`src/eab_pkg.sv`:
```
// ----------------------------------------------------------------------------
// eab_pkg
// Shared types, constants and arithmetic helpers for the Euler-angle to
// basis-vector block.
// ----------------------------------------------------------------------------
package eab_pkg;

  localparam int ANGLE_BITS    = 16;
  localparam int OUT_FRAC_BITS = 14;
  localparam int OUT_W         = OUT_FRAC_BITS + 2;
  localparam int WORK_FRAC     = 30;
  localparam int CORDIC_STEPS  = 30;
  localparam int XY_W          = 34;
  localparam int Z_W           = 33;
  localparam int TRIG_W        = 32;
  localparam int SUM_W         = 33;
  localparam int OUT_SH        = WORK_FRAC - OUT_FRAC_BITS;
  localparam int QUEUE_DEPTH   = 4;
  localparam int QUEUE_AW      = 2;
  localparam int OUT_DEPTH     = 64;
  localparam int OUT_AW        = 6;

  localparam logic signed [XY_W-1:0] CORDIC_GAIN = XY_W'(652032874);

  localparam logic signed [Z_W-1:0] TURN_ATAN [CORDIC_STEPS] = '{
    33'sh20000000, 33'sh12E4051E, 33'sh09FB385B, 33'sh051111D4, 33'sh028B0D43,
    33'sh0145D7E1, 33'sh00A2F61E, 33'sh00517C55, 33'sh0028BE53, 33'sh00145F2F,
    33'sh000A2F98, 33'sh000517CC, 33'sh00028BE6, 33'sh000145F3, 33'sh0000A2FA,
    33'sh0000517D, 33'sh000028BE, 33'sh0000145F, 33'sh00000A30, 33'sh00000518,
    33'sh0000028C, 33'sh00000146, 33'sh000000A3, 33'sh00000051, 33'sh00000029,
    33'sh00000014, 33'sh0000000A, 33'sh00000005, 33'sh00000003, 33'sh00000001
  };

  typedef logic signed [TRIG_W-1:0] trig_t;

  typedef struct packed {
    logic [ANGLE_BITS-1:0] pitch_angle;
    logic [ANGLE_BITS-1:0] yaw_angle;
    logic [ANGLE_BITS-1:0] roll_angle;
  } item_t;

  typedef struct packed {
    logic signed [OUT_W-1:0] forward_x;
    logic signed [OUT_W-1:0] forward_y;
    logic signed [OUT_W-1:0] forward_z;
    logic signed [OUT_W-1:0] right_x;
    logic signed [OUT_W-1:0] right_y;
    logic signed [OUT_W-1:0] right_z;
    logic signed [OUT_W-1:0] up_x;
    logic signed [OUT_W-1:0] up_y;
    logic signed [OUT_W-1:0] up_z;
  } result_t;

  typedef struct packed {
    logic [1:0]            quad;
    logic signed [Z_W-1:0] resid;
  } lane_t;

  typedef struct packed {
    lane_t pitch;
    lane_t yaw;
    lane_t roll;
  } cls_t;

  function automatic lane_t classify(input logic [ANGLE_BITS-1:0] angle);
    logic [31:0] a32;
    logic [31:0] d;
    lane_t       l;
    a32    = 32'(angle) << (32 - ANGLE_BITS);
    l.quad = 2'((a32 + 32'h2000_0000) >> 30);
    d      = a32 - {l.quad, 30'b0};
    l.resid = {d[31], d};
    return l;
  endfunction

  function automatic trig_t qmul(input trig_t a, input trig_t b);
    logic signed [2*TRIG_W-1:0] p;
    p = a * b;
    p = (p + (64'sd1 <<< (WORK_FRAC - 1))) >>> WORK_FRAC;
    return TRIG_W'(p);
  endfunction

  function automatic logic signed [OUT_W-1:0] to_out(input logic signed [SUM_W-1:0] v);
    logic signed [SUM_W+1:0] t;
    t = (SUM_W+2)'(v) + (SUM_W+2)'((2 ** OUT_SH) / 2);
    t = t >>> OUT_SH;
    if (t > (SUM_W+2)'(2 ** OUT_FRAC_BITS)) begin
      t = (SUM_W+2)'(2 ** OUT_FRAC_BITS);
    end else if (t < -(SUM_W+2)'(2 ** OUT_FRAC_BITS)) begin
      t = -(SUM_W+2)'(2 ** OUT_FRAC_BITS);
    end
    return OUT_W'(t);
  endfunction

endpackage

```
`src/eab_queue.sv`:
```
// ----------------------------------------------------------------------------
// eab_queue
// Short queue between front and back.
// ----------------------------------------------------------------------------
module eab_queue import eab_pkg::*; (
  input  logic clk,
  input  logic rst,
  input  logic wr,
  input  cls_t wdata,
  output logic q_full,
  input  logic rd,
  output logic q_valid,
  output cls_t rdata
);

  cls_t                entries [QUEUE_DEPTH];
  logic [QUEUE_AW-1:0] wptr;
  logic [QUEUE_AW-1:0] rptr;
  logic [QUEUE_AW:0]   count;
  logic                do_wr;
  logic                do_rd;

  assign q_full  = (count == (QUEUE_AW+1)'(QUEUE_DEPTH));
  assign q_valid = (count != '0);
  assign rdata   = entries[rptr];
  assign do_wr   = wr & ~q_full;
  assign do_rd   = rd & q_valid;

  always_ff @(posedge clk) begin
    if (rst) begin
      wptr  <= '0;
      rptr  <= '0;
      count <= '0;
    end else begin
      if (do_wr) wptr <= wptr + 1'b1;
      if (do_rd) rptr <= rptr + 1'b1;
      count <= count + (QUEUE_AW+1)'(do_wr) - (QUEUE_AW+1)'(do_rd);
    end
  end

  always_ff @(posedge clk) begin
    if (do_wr) entries[wptr] <= wdata;
  end

endmodule

```
`config.mk`:
```
export PLATFORM = sky130hd
export DESIGN_NAME = eab_queue
export DESIGN_NICKNAME = d
export VERILOG_FILES = /design/src/eab_pkg.sv /design/src/eab_queue.sv
export SDC_FILE = /design/constraint.sdc
export NUM_CORES = 1
export LEC_CHECK = 0
export BUFFER_PORTS_ARGS = -buffer_cell sky130_fd_sc_hd__buf_4
export CAP_MARGIN = 20
export CORE_UTILIZATION = 45
export DETAILED_ROUTE_END_ITERATION = 8
export SLEW_MARGIN = 15
export SYNTH_ARGS = -nofsm -noshare
export SYNTH_HDL_FRONTEND = slang
export SYNTH_SLANG_ARGS = --single-unit
```
`constraint.sdc`:
```
create_clock -name clk -period 4.85 [get_ports clk]
set_clock_uncertainty 0.2 [all_clocks]
set_input_delay 0.97 -clock clk [delete_from_list [all_inputs] [get_ports clk]]
set_output_delay 0.97 -clock clk [all_outputs]
set_load 0.1 [all_outputs]
```
; Yosys cells after proc, flatten, opt, wreduce, memory -nomap -nowiden
; Memories as Yosys holds them, arrays and structs flattened. A register that Yosys moved wholly into a read port is not among the register bits.
; Index checks and enable logic that the tools add are counted.
[totals]
reg_bits = 7
latchBits = 0
ramBits = 420
mem_bits_ro = 0
inputBits = 109
output_inout_bits = 107
wordCells = 17
memories = 1
[memory_table]
columns = memory, depth, word_bits, rd, rd_clocked_by_memory_dff, write_ports, line_no
row1 = entries, 4, 105, 1, 1, 1, eab_queue.sv:16  ; cls_t entries [QUEUE_DEPTH];
[op_classes]
n_addsub = 4
n_mul = 0
div = 0
order_cmp = 0
eq_ne = 1
n_shift = 0
n_mux = 4
bitwise = 3
n_reduce_logical = 1
[op_table]
columns = operator, count
row1 = "2-bit by 1-bit adder with 2-bit output, second input constant", 2
row2 = 2-bit 2-to-1 mux, 2
row3 = 3-bit by 1-bit adder with 3-bit output, 1
row4 = "3-bit equality test, second input constant", 1
row5 = 3-bit nonzero test, 1
row6 = 3-bit by 1-bit subtractor with 3-bit output, 1
row7 = 1-bit bitwise AND, 2
row8 = 1-bit 2-to-1 mux, 2
row9 = 1-bit NOT, 1

; Longest topological paths before layout
[depth]
depth_word = 5
ltp_mapped = 11
depth_no_buf = 11

; Worst setup path before layout
; OpenSTA, ideal clock, no wires.
[synth_path]
path_kind = register to register
from = register count[2]
to = memory entries[0][0] in the netlist's numbering (enable)
setup_ns = 0.726
t_arrival_ns = 4.510
required_time_ns = 3.924
setup_slack_ns = -0.586
path_stages_with_launch = 4
n_path_buf = 0
period_less_slack_ns = 5.436
cell_sequence = dfxtp_1 > nor3b_1 > nor2_1 > and2_1
[synth_via]
elab_chain_cells = 5
[synth_lines]
columns = item, line_no
row1 = from (decl), eab_queue.sv:19  ; logic [QUEUE_AW:0] count;
row2 = from (signal assigned), eab_queue.sv:37  ; count <= count + (QUEUE_AW+1)'(do_wr) - (QUEUE_AW+1)'(do_rd);
row3 = 3-bit equality test, eab_queue.sv:23  ; assign q_full = (count == (QUEUE_AW+1)'(QUEUE_DEPTH));
row4 = via q_full, eab_queue.sv:10  ; output logic q_full,
row5 = 1-bit NOT, eab_queue.sv:26  ; assign do_wr = wr & ~q_full;
row6 = 1-bit bitwise AND, eab_queue.sv:26
row7 = 1-bit 2-to-1 mux, eab_queue.sv:42  ; if (do_wr) entries[wptr] <= wdata;
row8 = 1-bit 2-to-1 mux (implied by the code), eab_queue.sv:42
row9 = to (decl), eab_queue.sv:16
; The timed path passes the listed nets, and every way through them passes these cells.

==> reports/metrics.cfg <==
[worst_setup_path]
worstReg2RegEnd = entries[1][0]
end_kind = primary output
worstSetupPathDepth = 3
cp.arrival_ns = 2.57
cp_slowest_cell = dfxtp_4
r2r_slack_ns = 2.05
critPathRequiredTime_ns = 3.68
worst-setup-path-type = flip-flop to primary output
cp_slowest_stage_delay_ns = 0.83
critPathMaxFanout = 47
crit_buf_inv = 2
worstSetupEndpoint = rdata[48]
r2r_start = count[1]
path_cells = buf_4, mux4_2, buf_4
critPathLaunchType = flip-flop
cpMostUsedCell = buf_4
critical_path.top_delay_family = flip-flops
reg2reg_depth = 4

[timing]
timing.final.max_slew_violations = 0
max_freq_ghz = 0.2677
hold_violations = 0
slew_headroom = 0.4994
tns_ns = 0
fin_crit_ns = 3.736
period_share = 0.7703
holdWs_ns = 0.3172
setup_violations = 0
worst-slew-pin-transition_ns = 0.7508
rsz0062_at_grt = false

[clock_network]
post_cts_resized = 0
cts_buffers = 44
htree_levels = 2
cts_hold_buf = 0
cts_tree = yes
cts_max_path_buffers = 3
clk_latency_ns = 0.52
postCtsSetupBuffers = 0
root_buffer = clkbuf_16
path_clk_slew_ns = 0.06
clkSinkCount = 429

[floorplan]
die_w_um = 188.3
ios = 216
die_y_um = 188.3
rows = 67
design.die.area_mm2 = 0.03546
core_mm2 = 0.03387
start_util = 0.4612

[routing]
dr.first_iter.drc_count = 492
vias_per_cell = 5.251
wire_per_inst_um = 22.04
drtAntennaViolNets = 0
drc = 0
drt_first_pass_iters = 5
wirelength_mm = 29.29
vias = 6979

[grt]
antenna_found_initial = 0
grt_pass1_vias = 7631
grt_pass1_wl_mm = 45.06
overflow = 0
grtUsageTotal = 0.1686
grt_start_max_net_pins = 58

[hold_path]
hold_depth = 2
hold_path_class = flip-flop to flip-flop
min_from = wptr[1]

[flow_run]
max_cap_viol_count = 0

[place]
port-buffer-count = 215
dp_hpwl_mm = 18.25
place_congestion = 0.7413
dp_cells = 1253

[synthesis]
ys_seq_area_frac = 0.8190
yosys-top-cells-area = edfxtp_1, mux4_2, dfxtp_1
synth.distinct_cells = 24
ys_warn_count = 0
synth_top_area_share = 0.8074
syn-mean-instance-area_um2 = 26.12
synth_largest_area_cell = edfxtp_1
netlist_instances = 598
ys_seq_elements = 429
syn_area_mm2 = 0.01562
synth_fp_nets = 714

[finish]
nNetsFinal = 967
final_common_cell = edfxtp_1
drive_above_1_share = 0.4552
fillers = 2521
multiInputGateArea_mm2 = 0.002636
synthToLayoutAreaGrowth_pct = 22.37
antenna_cells = 0
regArea_mm2 = 0.01280
finalNonFillerCells = 1329
final_cell_mix = edfxtp_1, buf_4, mux4_2

[status]
status = completed

synth_stat cells (all sizes together):
cell type  instances
o31a               1
nor3               1
inv                6
xnor2              1
ha                 6
buf               19
nor3b              1
dfxtp              9
mux4             105
nand2b             2
fa                 1
edfxtp           420
a21oi              1
clkbuf             6
and2               5
or3                2
nor2               6
xor2               2
o311ai             1
nor2b              1
o21ai              1
mux2i              1
layout make-up:
type | count | share of cell area
sequential | 429 | 0.6696
multi-input combinational | 138 | 0.1379
timing repair buffer | 232 | 0.09308
clock buffer | 52 | 0.06029
tap | 448 | 0.02933
clock inverter | 24 | 0.008575
inverter | 6 | 0.001178
cell families after synthesis:
logic type               Yosys count  synth area share
AO/OA/AOI/OAI                      4          0.001762
XOR/XNOR                           3          0.001682
adder cells (fa/ha/maj)            7          0.006088
buffers and inverters             31           0.01322
flip-flops                       429            0.8190
multiplexers                     106            0.1520
AND/OR/NAND/NOR                   18          0.006248
how the worst min path moves through the flow:
stage	endpoint	slack (ns)
global route	wptr[1]	0.34
global placement	wptr[1]	0.29
detailed placement	flip-flop	0.31
CTS	wptr[1]	0.32
floorplan	wptr[1]	0.28
finish	wptr[1]	0.32
flip-flops by register name, summed over array words and instances (netlist names), named ones only:
register,cells
entries,420
count,3
rptr,2
wptr,2
metrics by stage:
step / utilization / area, um2 / setup WS (ns)
final: 0.5644 / 19110 / 1.114
after global routing: 0.5644 / 19110 / 0.9531
after CTS: 0.5644 / 19110 / 1.035
after detailed placement: 0.5255 / 17800 / 1.460
after global placement: 0.5255 / 17800 / 1.550
after floorplan: - / 15630 / 0.4505
metal layers:
metal	track usage	part of all wire	up-vias
met5	0	0	-
met4	0.03815	0.015	0
met3	0.05439	0.081	45
met2	0.2705	0.48	226
met1	0.2266	0.42	3637
li1	-	-	3071
tightest hold or removal path: cells and delay by family (launching register included):
family	cells	cell delay, ns
muxes	1	0.06
DFF	1	0.34
and+or+nand+nor	1	0.08
Power is not shown: default switching activity piles up to over one toggle a cycle in this logic, so the estimate is an artifact.
