`config.mk`:
```
export PLATFORM = sky130hd
export DESIGN_NAME = eab_front
export DESIGN_NICKNAME = d
export VERILOG_FILES = /design/src/eab_pkg.sv /design/src/eab_front.sv
export SDC_FILE = /design/constraint.sdc
export NUM_CORES = 1
export LEC_CHECK = 0
export BUFFER_PORTS_ARGS = -buffer_cell sky130_fd_sc_hd__buf_2
export CAP_MARGIN = 0
export CORE_MARGIN = 3
export CORE_UTILIZATION = 44
export CTS_CLUSTER_SIZE = 8
export DETAILED_ROUTE_END_ITERATION = 8
export GPL_TIMING_DRIVEN = 0
export PLACE_DENSITY = 0.85
export SETUP_SLACK_MARGIN = 0.05
export SLEW_MARGIN = 5
export SYNTH_ARGS = -nofsm -noshare
export SYNTH_HDL_FRONTEND = slang
export SYNTH_SLANG_ARGS = --single-unit
```
`constraint.sdc`:
```
create_clock -name clk -period 7.1 [get_ports clk]
set_input_delay 0.71 -clock clk [delete_from_list [all_inputs] [get_ports clk]]
set_output_delay 0.71 -clock clk [all_outputs]
set_load 0.02 [all_outputs]
```
`src/eab_pkg.sv`:
```
// ----------------------------------------------------------------------------
// eab_pkg
// Shared types, constants and arithmetic helpers for the Euler-angle to
// basis-vector block.
// ----------------------------------------------------------------------------
package eab_pkg;

  localparam int ANGLE_BITS    = 16;
  localparam int OUT_FRAC_BITS = 14;
  localparam int OUT_W         = OUT_FRAC_BITS + 2;
  localparam int WORK_FRAC     = 30;
  localparam int CORDIC_STEPS  = 30;
  localparam int XY_W          = 34;
  localparam int Z_W           = 33;
  localparam int TRIG_W        = 32;
  localparam int SUM_W         = 33;
  localparam int OUT_SH        = WORK_FRAC - OUT_FRAC_BITS;
  localparam int QUEUE_DEPTH   = 4;
  localparam int QUEUE_AW      = 2;
  localparam int OUT_DEPTH     = 64;
  localparam int OUT_AW        = 6;

  localparam logic signed [XY_W-1:0] CORDIC_GAIN = XY_W'(652032874);

  localparam logic signed [Z_W-1:0] TURN_ATAN [CORDIC_STEPS] = '{
    33'sh20000000, 33'sh12E4051E, 33'sh09FB385B, 33'sh051111D4, 33'sh028B0D43,
    33'sh0145D7E1, 33'sh00A2F61E, 33'sh00517C55, 33'sh0028BE53, 33'sh00145F2F,
    33'sh000A2F98, 33'sh000517CC, 33'sh00028BE6, 33'sh000145F3, 33'sh0000A2FA,
    33'sh0000517D, 33'sh000028BE, 33'sh0000145F, 33'sh00000A30, 33'sh00000518,
    33'sh0000028C, 33'sh00000146, 33'sh000000A3, 33'sh00000051, 33'sh00000029,
    33'sh00000014, 33'sh0000000A, 33'sh00000005, 33'sh00000003, 33'sh00000001
  };

  typedef logic signed [TRIG_W-1:0] trig_t;

  typedef struct packed {
    logic [ANGLE_BITS-1:0] pitch_angle;
    logic [ANGLE_BITS-1:0] yaw_angle;
    logic [ANGLE_BITS-1:0] roll_angle;
  } item_t;

  typedef struct packed {
    logic signed [OUT_W-1:0] forward_x;
    logic signed [OUT_W-1:0] forward_y;
    logic signed [OUT_W-1:0] forward_z;
    logic signed [OUT_W-1:0] right_x;
    logic signed [OUT_W-1:0] right_y;
    logic signed [OUT_W-1:0] right_z;
    logic signed [OUT_W-1:0] up_x;
    logic signed [OUT_W-1:0] up_y;
    logic signed [OUT_W-1:0] up_z;
  } result_t;

  typedef struct packed {
    logic [1:0]            quad;
    logic signed [Z_W-1:0] resid;
  } lane_t;

  typedef struct packed {
    lane_t pitch;
    lane_t yaw;
    lane_t roll;
  } cls_t;

  function automatic lane_t classify(input logic [ANGLE_BITS-1:0] angle);
    logic [31:0] a32;
    logic [31:0] d;
    lane_t       l;
    a32    = 32'(angle) << (32 - ANGLE_BITS);
    l.quad = 2'((a32 + 32'h2000_0000) >> 30);
    d      = a32 - {l.quad, 30'b0};
    l.resid = {d[31], d};
    return l;
  endfunction

  function automatic trig_t qmul(input trig_t a, input trig_t b);
    logic signed [2*TRIG_W-1:0] p;
    p = a * b;
    p = (p + (64'sd1 <<< (WORK_FRAC - 1))) >>> WORK_FRAC;
    return TRIG_W'(p);
  endfunction

  function automatic logic signed [OUT_W-1:0] to_out(input logic signed [SUM_W-1:0] v);
    logic signed [SUM_W+1:0] t;
    t = (SUM_W+2)'(v) + (SUM_W+2)'((2 ** OUT_SH) / 2);
    t = t >>> OUT_SH;
    if (t > (SUM_W+2)'(2 ** OUT_FRAC_BITS)) begin
      t = (SUM_W+2)'(2 ** OUT_FRAC_BITS);
    end else if (t < -(SUM_W+2)'(2 ** OUT_FRAC_BITS)) begin
      t = -(SUM_W+2)'(2 ** OUT_FRAC_BITS);
    end
    return OUT_W'(t);
  endfunction

endpackage

```
`src/eab_front.sv`:
```
// ----------------------------------------------------------------------------
// eab_front
// Input stage: takes a beat, splits each angle into quadrant and residual.
// ----------------------------------------------------------------------------
module eab_front import eab_pkg::*; (
  input  logic  clk,
  input  logic  rst,
  input  logic  push,
  output logic  full,
  input  item_t item,
  output logic  cls_valid,
  output cls_t  cls,
  input  logic  q_full
);

  logic accept;

  assign full   = cls_valid & q_full;
  assign accept = push & ~full;

  always_ff @(posedge clk) begin
    if (rst) begin
      cls_valid <= 1'b0;
    end else begin
      cls_valid <= accept | (cls_valid & q_full);
    end
  end

  always_ff @(posedge clk) begin
    if (accept) begin
      cls.pitch <= classify(item.pitch_angle);
      cls.yaw   <= classify(item.yaw_angle);
      cls.roll  <= classify(item.roll_angle);
    end
  end

endmodule

```
-- Word-level counts from Yosys, hierarchy flattened
Cells that the tools add are included.
- bits in read-only memories: 0
- bits in latches: 0
- word-level logic and storage cells: 17
- memory bits (writable): 0
- input bits: 52
- register bits: 103
- memories: 0
- shift-type cells: 0
- bitwise logic cells: 4
- div/mod/pow operators: 0
- eq/ne operators: 0
- reductions and logical operators: 0
- mux-type cells: 0
- multipliers: 0
- add/sub/neg operators: 6
- magnitude comparators: 0
- operators by type and width (operator ; number):
    $add 32x30->32 const B ; 3
    $sub 32x32->32 ; 3
    $and 1x1->1 ; 2
    $not 1->1 ; 1
    $or 1x1->1 ; 1

-- Logic depth before layout (Yosys ltp)
Gate-level depths: netlist of the first run.
- depth in word-level cells: 4
- mapped depth: 3
- mapped depth without buffers: 3

-- Least setup slack after synthesis of the first run
OpenSTA, ideal clock, no wires.
- path kind: input-to-reg
- start point: input port q_full
- end point: register cls[100] (netlist name) (enable)
- setup slack: 4.386 ns
- arrival time: 2.291 ns
- buffers on the path: 0
- stages: 2
- data required time: 6.677 ns
- path through: and2_4 nor2b_2
- longest elaborated chain between the ends: 3
- RTL lines (item ; RTL line ; source):
    start: declaration ; eab_front.sv:13 ; input logic q_full
    $and 1x1->1 ; eab_front.sv:18 ; assign full = cls_valid & q_full;
    $not 1->1 ; eab_front.sv:19 ; assign accept = push & ~full;
    $and 1x1->1 ; eab_front.sv:19 ;
    net accept ; eab_front.sv:16 ; logic accept;
    end: declaration ; eab_front.sv:12 ; output cls_t cls,
The timed path passes the listed nets, and every way through them passes these cells.
A chain may end at the register's enable or synchronous reset.

-- Worst setup path in the final report of the first run
- start point: input port q_full
- end point: register cls[53] (netlist name) (enable)
Same word-level chain as after synthesis.

==> results.md, run 1 <==
- Post-synthesis instance area: roughly 0.0022 mm2
- Count of different cell masters after synthesis: 13
- Worst Hold Margin: about 0.54 ns
- Setup slack, reg-to-reg: between 5 and 6 ns
- Tot GR Track Use: between 10% and 20%
- Warnings from Yosys: 0
- Clk slew on worst S/H paths: 0.09 ns
- Fin nets: 355
- Fin crit period: 1.820 ns
- Net switching share of the total power: roughly 25%
- Count of endpoints failing setup in the final report: 0
- Initial core utilization: around 46%
- Hold violation count in the final report: 0
- Largest vdd supply drop: 0.1125 mV
- Data arrival time at the worst-slack endpoint: 1.82 ns
- Startpoint class of the critical path: input pin
- Number of buffers inserted to repair setup after CTS: 0
- First-pass GRT wire length: 6520 um
- Area inside the core boundary: about 0.0048 mm2
- Cell chain of the critical path: buf_2 > and2_4 > nor2b_4 > buf_12
- Number of buffer and inverter stages on the critical path: 2
- Number of storage elements in the synthesis netlist: 55
- Basic-gate share of the synthesized area counting and, or, nand and nor cells: 1.235%
- Post-synthesis area per instance: between 15 and 20 um2
- Count of max-cap constraint violations: 0
- Layout overhead on the synthesized area: 42.28%
- Total clock buffers created by CTS: 5
- DR DRC count: 0
- Average detailed-routed wire length per instance: around 12 um
- Cell with the largest stage delay on the worst path: sky130_fd_sc_hd__nor2b_4
- Total of hold buffers inserted after clock tree synthesis: 0
- Maximum count of clock buffers along a single path: 2
- Final Max Tran Viols: 0
- DR vias/cell: ~3.8
- Antenna cell count: 0
- Number of placement rows: 25
- Main combinational cell family by area after synthesis: buffers and inverters
- Share of synthesized area occupied by flip-flops and latches: between 70% and 80%
- Pin count of the biggest net entering global routing: 30
- Floorplan die width: approximately 77 um
- Number of iterations in the first detailed-routing pass: 4
- Final clock skew: 0.003276 ns
- CTS root buffer: sky130_fd_sc_hd__clkbuf_8
- Estimated wirelength of the detail-placed design: roughly 3700 um
- Logic gate share of total power: a little under a fifth
- Worst Hold Class: flop to flop
- Compound-gate portion of the synthesized area: less than 1%
- Relative contribution of the clock network to total power: between 20 and 30%
- RSZ-0062 raised after global routing: no
- Max Fanout on Critical Path: 29
- Port bufs: 110
- Post-placement cell area: ~0.0031 mm2
- Number of top-level pins: between 150 and 200
- Clock latency of the later-clocked register in the worst-skew pair: between 0.2 and 0.3 ns
- Period utilization: 25.64%
- Parity-gate share of the synthesized area counting xor and xnor cells: 3.144%
- Setup total negative slack: 0 ns
- Die Ht: 77.17 um
- Psw: 0.0001750 W
- Via total after detailed routing: 1366
- Required time of the worst setup path: ~7.1 ns
- TritonCTS sink count: between 50 and 60
- Headroom to the max-slew limit: 50.85%
- Number of antenna violations at the first check in global routing: 0
- Cell count after synthesis: ~130
- Startpoint-to-endpoint class of the critical path: input pin to flop
- CTS tree: done
- Pleak: 1.592 nW
- Relative contribution of sequential cells to total power: 54.5%
- Crit. End Element: flop
- Post-cts gate resize count: 0
- Number of levels the H-tree was split into: 2
- Kind of cell adding the most delay to the critical path: simple AND/OR/NAND/NOR gates
- Mux cell area share after synthesis: 0%
- Run status: finished clean
- DRC marker count from the first detailed-route iteration: between 70 and 80
- Post-route design area: about 0.0032 mm2
- Remaining antenna violation count: 0
- Fraction of final layout cells with drive strength greater than 1: a little under three fifths
- Wirelength, routed: 4327 um
- Total congestion overflow after global routing: 0
- Routability-driven placement congestion ratio: around 0.64
- Max incr delay on CP: ~0.58 ns
- Vias in the first global route: 1269
- Maximum frequency from static timing analysis: about 550 MHz
- Least-Margin Pin Slew: 0.7357 ns
- Power density over the cells: roughly 220 mW/mm2
- Total internal power: 0.0005351 W
- Die Outline Area: 0.005954 mm2
- Post-Synth Adder-Cell Area: 3.369%
## cell type report
| type | instances | area (um2) |
|---|---|---|
| Fill cell | 369 | 1647 |
| Sequential cell | 55 | 1642 |
| Timing Repair Buffer | 111 | 570.5 |
| Buffer | 51 | 382.9 |
| Multi-Input combinational cell | 67 | 362.8 |
| Tap cell | 67 | 83.83 |
| Clock buffer | 5 | 68.82 |
| Clock inverter | 2 | 37.54 |
| Inverter | 6 | 22.52 |
## worst paths after layout
path                                start         to  depth (start not counted)
worst max-delay path               q_full    cls[53]                          4
worst min-delay path            cls_valid  cls_valid                          2
worst max register to register  cls_valid    cls[53]                          3
worst min register to register  cls_valid  cls_valid                          2
## tightest hold or removal path, delay by kind of cell, from the launching register on
kind | cells | cell delay [ns]
AOI/OAI and AO/OA | 1 | 0.07
DFF | 1 | 0.36
and+or+nand+nor | 1 | 0.07
## layer usage
metal	track usage, %	wire, um	up-vias
li1	-	-	679
met5	0	0	-
met3	5.751	479	8
met4	5.338	104	0
met2	27.81	2437	92
met1	13.76	1306	587
## power groups by stage
stage          Combinational [W]  Clock (W)  Sequential, W
2_1_floorplan          0.0000606          0       0.000423
3_3_place_gp            0.000125          0       0.000395
3_5_place_dp            0.000130          0       0.000395
4_1_cts                 0.000130   0.000199       0.000387
5_1_grt                 0.000139   0.000214       0.000389
6_report                0.000130   0.000194       0.000387
## cells in the final DEF, fill, tap and decap left out, drive strengths merged
master / synthesis / final
a21oi: 1 / 1
and2: 1 / 1
buf: 51 / 162
bufinv: 0 / 1
clkbuf: 0 / 5
clkinvlp: 0 / 1
conb: 1 / 48
dfxtp: 1 / 1
edfxtp: 54 / 54
ha: 6 / 6
inv: 6 / 6
nor2: 1 / 1
nor2b: 1 / 1
or2: 1 / 1
xnor2: 3 / 3
xor2: 5 / 5
## sequential cells by signal, summed over array words and instances (netlist names)
signal     flops
cls_valid      1
cls           54
## cells in the mapped netlist (all sizes together)
| library cell | count | area (um2) |
|---|---|---|
| conb | 1 | 3.750 |
| or2 | 1 | 6.260 |
| edfxtp | 54 | 1622 |
| inv | 6 | 22.52 |
| nor2 | 1 | 3.750 |
| xnor2 | 3 | 26.28 |
| xor2 | 5 | 43.79 |
| buf | 51 | 382.9 |
| and2 | 1 | 8.760 |
| a21oi | 1 | 5.000 |
| nor2b | 1 | 8.760 |
| ha | 6 | 75.07 |
| dfxtp | 1 | 20.02 |
## cells by family after synthesis
family | Yosys count
AOI/OAI and AO/OA | 1
xor gates and xnor gates | 8
adders and majority gates | 6
buffers and inverters | 57
DFF | 55
other | 1
and+or+nand+nor | 4
## through the flow
stage | std cells | setup slack [ns] | util [%] | total power, W
2_1_floorplan | 179 | 4.386 | - | 0.0004834
6_report | 364 | 5.280 | 65.82 | 0.0007101
5_1_grt | 364 | 5.194 | 65.82 | 0.0007426
4_1_cts | 364 | 5.263 | 65.82 | 0.0007162
3_3_place_gp | 356 | 3.881 | 63.09 | 0.0005193
3_5_place_dp | 357 | 4.940 | 63.61 | 0.0005241
Note: power is estimated with default switching activity, not from simulation.
==> run 2: changes to the inputs <==
--- a/config.mk
+++ b/config.mk
@@ -5,14 +5,15 @@
 export SDC_FILE = /design/constraint.sdc
 export NUM_CORES = 1
 export LEC_CHECK = 0
+export ABC_AREA = 1
 export BUFFER_PORTS_ARGS = -buffer_cell sky130_fd_sc_hd__buf_2
 export CAP_MARGIN = 0
 export CORE_MARGIN = 3
-export CORE_UTILIZATION = 44
+export CORE_UTILIZATION = 37
 export CTS_CLUSTER_SIZE = 8
 export DETAILED_ROUTE_END_ITERATION = 8
 export GPL_TIMING_DRIVEN = 0
-export PLACE_DENSITY = 0.85
+export PLACE_DENSITY = 0.77
 export SETUP_SLACK_MARGIN = 0.05
 export SLEW_MARGIN = 5
 export SYNTH_ARGS = -nofsm -noshare
==> constraint.sdc (replaced) <==
create_clock -name clk -period 1.5 [get_ports clk]
set_input_delay 0.15 -clock clk [delete_from_list [all_inputs] [get_ports clk]]
set_output_delay 0.15 -clock clk [all_outputs]
set_load 0.02 [all_outputs]
==> run 2 against run 1 <==
  * Register-to-register slack got worse by 5.3 ns
  * Largest power group unchanged
  * Global-route usage fell by 0.95 points
  * Non-clock buffer count rose by 8
  * First-iteration DRC count fell by 22%
  * Sequential cell count did not move
  * Worst setup slack got worse by 5.1 ns
  * Die area rose by 17%
  * Sequential power rose to 4.8 times the previous value
==> results.md, run 2 <==
- Run status: finished clean
- Number of top-level pins: ~160
- Most frequent cells in the layout: 110 x sky130_fd_sc_hd__buf_2, 54 x sky130_fd_sc_hd__edfxtp_1, 51 x sky130_fd_sc_hd__buf_4
- Total congestion overflow after global routing: 0
- Final clock skew: around 0.0089 ns
- Biggest register: cls
- CTS tree: done
- Number of iterations in the first detailed-routing pass: 4
- Count of different cell masters after synthesis: 12
- Compound-gate portion of the synthesized area: less than 1%
- Count of endpoints failing setup in the final report: 0
- Basic-gate share of the synthesized area counting and, or, nand and nor cells: less than 1%
- Fraction of synthesized cell area taken by the top area cell type: between 70% and 80%
- Data arrival time at the worst-slack endpoint: 1.32 ns
- Tot GR Track Use: 13.62%
- Vias in the first global route: approximately 1.4k
- Worst Hold Class: input pin to flop
- EDFF count, synth: between 50 and 60
- Tot Pwr: between 0.003 and 0.004 W
- Antenna cell count: 0
- Async set-reset flop share out of synthesis: 0%
- Flip-flop count of the largest register, all copies and words added: 54
- Worst Hold Margin: between 0.01 and 0.015 ns
- Area inside the core boundary: 0.005642 mm2
- Leading cell types by count after synthesis: 54 x sky130_fd_sc_hd__edfxtp_1, 51 x sky130_fd_sc_hd__buf_4, 8 x sky130_fd_sc_hd__inv_1, 6 x sky130_fd_sc_hd__ha_1, 5 x sky130_fd_sc_hd__xor2_1
- Fin crit period: ~1.4 ns
- Count of max-cap constraint violations: 0
- Pin count of the biggest net entering global routing: 28
- Number of storage elements in the synthesis netlist: 55
- Die Outline Area: between 0.006 and 0.007 mm2
- Share of synthesized area occupied by flip-flops and latches: 73.87%
- Post-Synth Adder-Cell Area: under 10%
- Port bufs: between 100 and 150
- Power density over the cells: about 1000 mW/mm2
- First-pass GRT wire length: between 7000 and 8000 um
- Required time of the worst setup path: 1.45 ns
- Hold violation count in the final report: 0
- Flip-flop cell with the highest count after synthesis: sky130_fd_sc_hd__edfxtp_1
- TritonCTS sink count: between 50 and 60
- Registers with the most flip-flops: cls x54, cls_valid x1
- DR DRC count: 0
- Wirelength, routed: 5172 um
- Largest vdd supply drop: just over 0.6 mV
- Cell with the largest stage delay on the worst path: sky130_fd_sc_hd__nor2_2
- Number of levels the H-tree was split into: 2
- Max incr delay on CP: around 0.53 ns
- Startpoint-to-endpoint class of the critical path: flop to flop
- Fraction of final layout cells with drive strength greater than 1: ~57%
- Startpoint class of the critical path: flop
- Headroom to the max-slew limit: 56.67%
- Least-Margin Pin Slew: between 0.6 and 0.7 ns
- Final Util: about three fifths
- Cell count after synthesis: ~130
- Initial core utilization: about two fifths
- Die Ht: approximately 83 um
- Main area contributors after synthesis: sky130_fd_sc_hd__edfxtp_1 73%, sky130_fd_sc_hd__buf_4 17%, sky130_fd_sc_hd__ha_1 3.4%, sky130_fd_sc_hd__xor2_1 2.0%, sky130_fd_sc_hd__inv_1 1.4%
- Clock latency of the later-clocked register in the worst-skew pair: about 0.31 ns
- Main combinational cell family by area after synthesis: buffers and inverters
- Fin nets: ~370
- Maximum frequency from static timing analysis: 731.3 MHz
- Most frequent cell after synthesis: sky130_fd_sc_hd__edfxtp_1
- DRC marker count from the first detailed-route iteration: 60
- Floorplan die width: between 80 and 90 um
- Remaining antenna violation count: 0
- Area leader, netlist: sky130_fd_sc_hd__edfxtp_1
- Average detailed-routed wire length per instance: 13.54 um
- Pleak: between 1.5 and 2 nW
- Max Fanout on Critical Path: 13
- Parity-gate share of the synthesized area counting xor and xnor cells: approximately 3.2%
- Number of antenna violations at the first check in global routing: 0
- Layout overhead on the synthesized area: 48.09%
- Post-synthesis instance area: approximately 0.0022 mm2
- Mux cell area share after synthesis: 0%
- Multi-input gate area in the final layout: around 380 um2
- Number of filler instances in the final layout: 466
- Post-synthesis area per instance: around 17 um2
- Period utilization: roughly nine tenths
- Final Max Tran Viols: 0
- Warnings from Yosys: 0
- CTS root buffer: sky130_fd_sc_hd__clkbuf_8
- Sequential cell area: 0.001645 mm2
- Clk slew on worst S/H paths: 0.10 ns
- Most common cell after layout, fill and taps aside: sky130_fd_sc_hd__buf_2
- DR vias/cell: 3.861
- Cell chain of the critical path: nand2_4 > inv_4 > nor2_2
- Number of placement rows: 27
- Estimated wirelength of the detail-placed design: about 3800 um
- Kind of cell adding the most delay to the critical path: simple AND/OR/NAND/NOR gates
- Routability-driven placement congestion ratio: roughly 0.75
- Total clock buffers created by CTS: 5
- Number of buffers inserted to repair setup after CTS: 0
- Crit. End Element: flop
- Maximum count of clock buffers along a single path: 2
- Number of buffer and inverter stages on the critical path: 1
- Via total after detailed routing: 1475
- Setup slack, reg-to-reg: approximately 0.13 ns
- RSZ-0062 raised after global routing: no
## run 2: stage by stage
stage | area [um2] | setup TNS, ns | worst slack, ns | instances
final | 3291 | 0 | 0.1325 | 382
after global routing | 3291 | 0 | 0.06556 | 382
after CTS | 3198 | 0 | 0.06487 | 372
after detailed placement | 3060 | -22.84 | -0.4256 | 362
after global placement | 3060 | -20.99 | -0.3918 | 362
after floorplan | 2420 | -11.08 | -0.2052 | 180
## run 2: kinds of logic (layout without fill, tap and decap cells)
logic type,count (synthesis),in the layout
other,1,48
adder cells (fa/ha/maj),6,6
AND/OR/NAND/NOR,3,6
AO/OA/AOI/OAI,1,1
XOR/XNOR,8,8
buffers and inverters,59,186
flip-flops,55,55
## run 2: final timing paths
path,start,end,cells past startpoint
worst min-delay path,item[19],cls[54],1
worst max register to register,cls_valid,cls[17],3
worst min register to register,cls_valid,cls_valid,2
worst max-delay path,cls_valid,cls[17],3
## run 2: layout make-up
type                       instances  share of cell area [%]
clock inverter                     3                   1.445
sequential                        55                   50.00
inverter                           8                  0.9886
multi-input combinational         69                   11.63
tap                               72                   2.738
timing repair buffer             119                   19.47
clock buffer                       5                   2.091
buffer                            51                   11.63
## run 2: timing repair
action                                  CTS  global route
pin swaps                                 1             2
gates cloned                              1             2
hold buffers                              1             8
gates resized for setup                   1             0
endpoints found under the setup margin   54            54
hold endpoints to repair                  1             8
## run 2: routing by layer
metal / share of wire (%) / global-route usage (%) / up-vias
li1: - / - / 706
met1: 33 / 13.28 / 661
met2: 54 / 25.58 / 104
met3: 12 / 5.133 / 4
met4: 0.89 / 5.556 / 0
met5: 0 / 0 / -
## run 2: where the power goes
group,leakage [nW],total (W),internal (W),switching (W)
Combinational,1.06,0.000642,0.000247,0.000395
Clock,0.0587,0.000971,0.000506,0.000465
Sequential,0.532,0.00184,0.00181,0.0000274
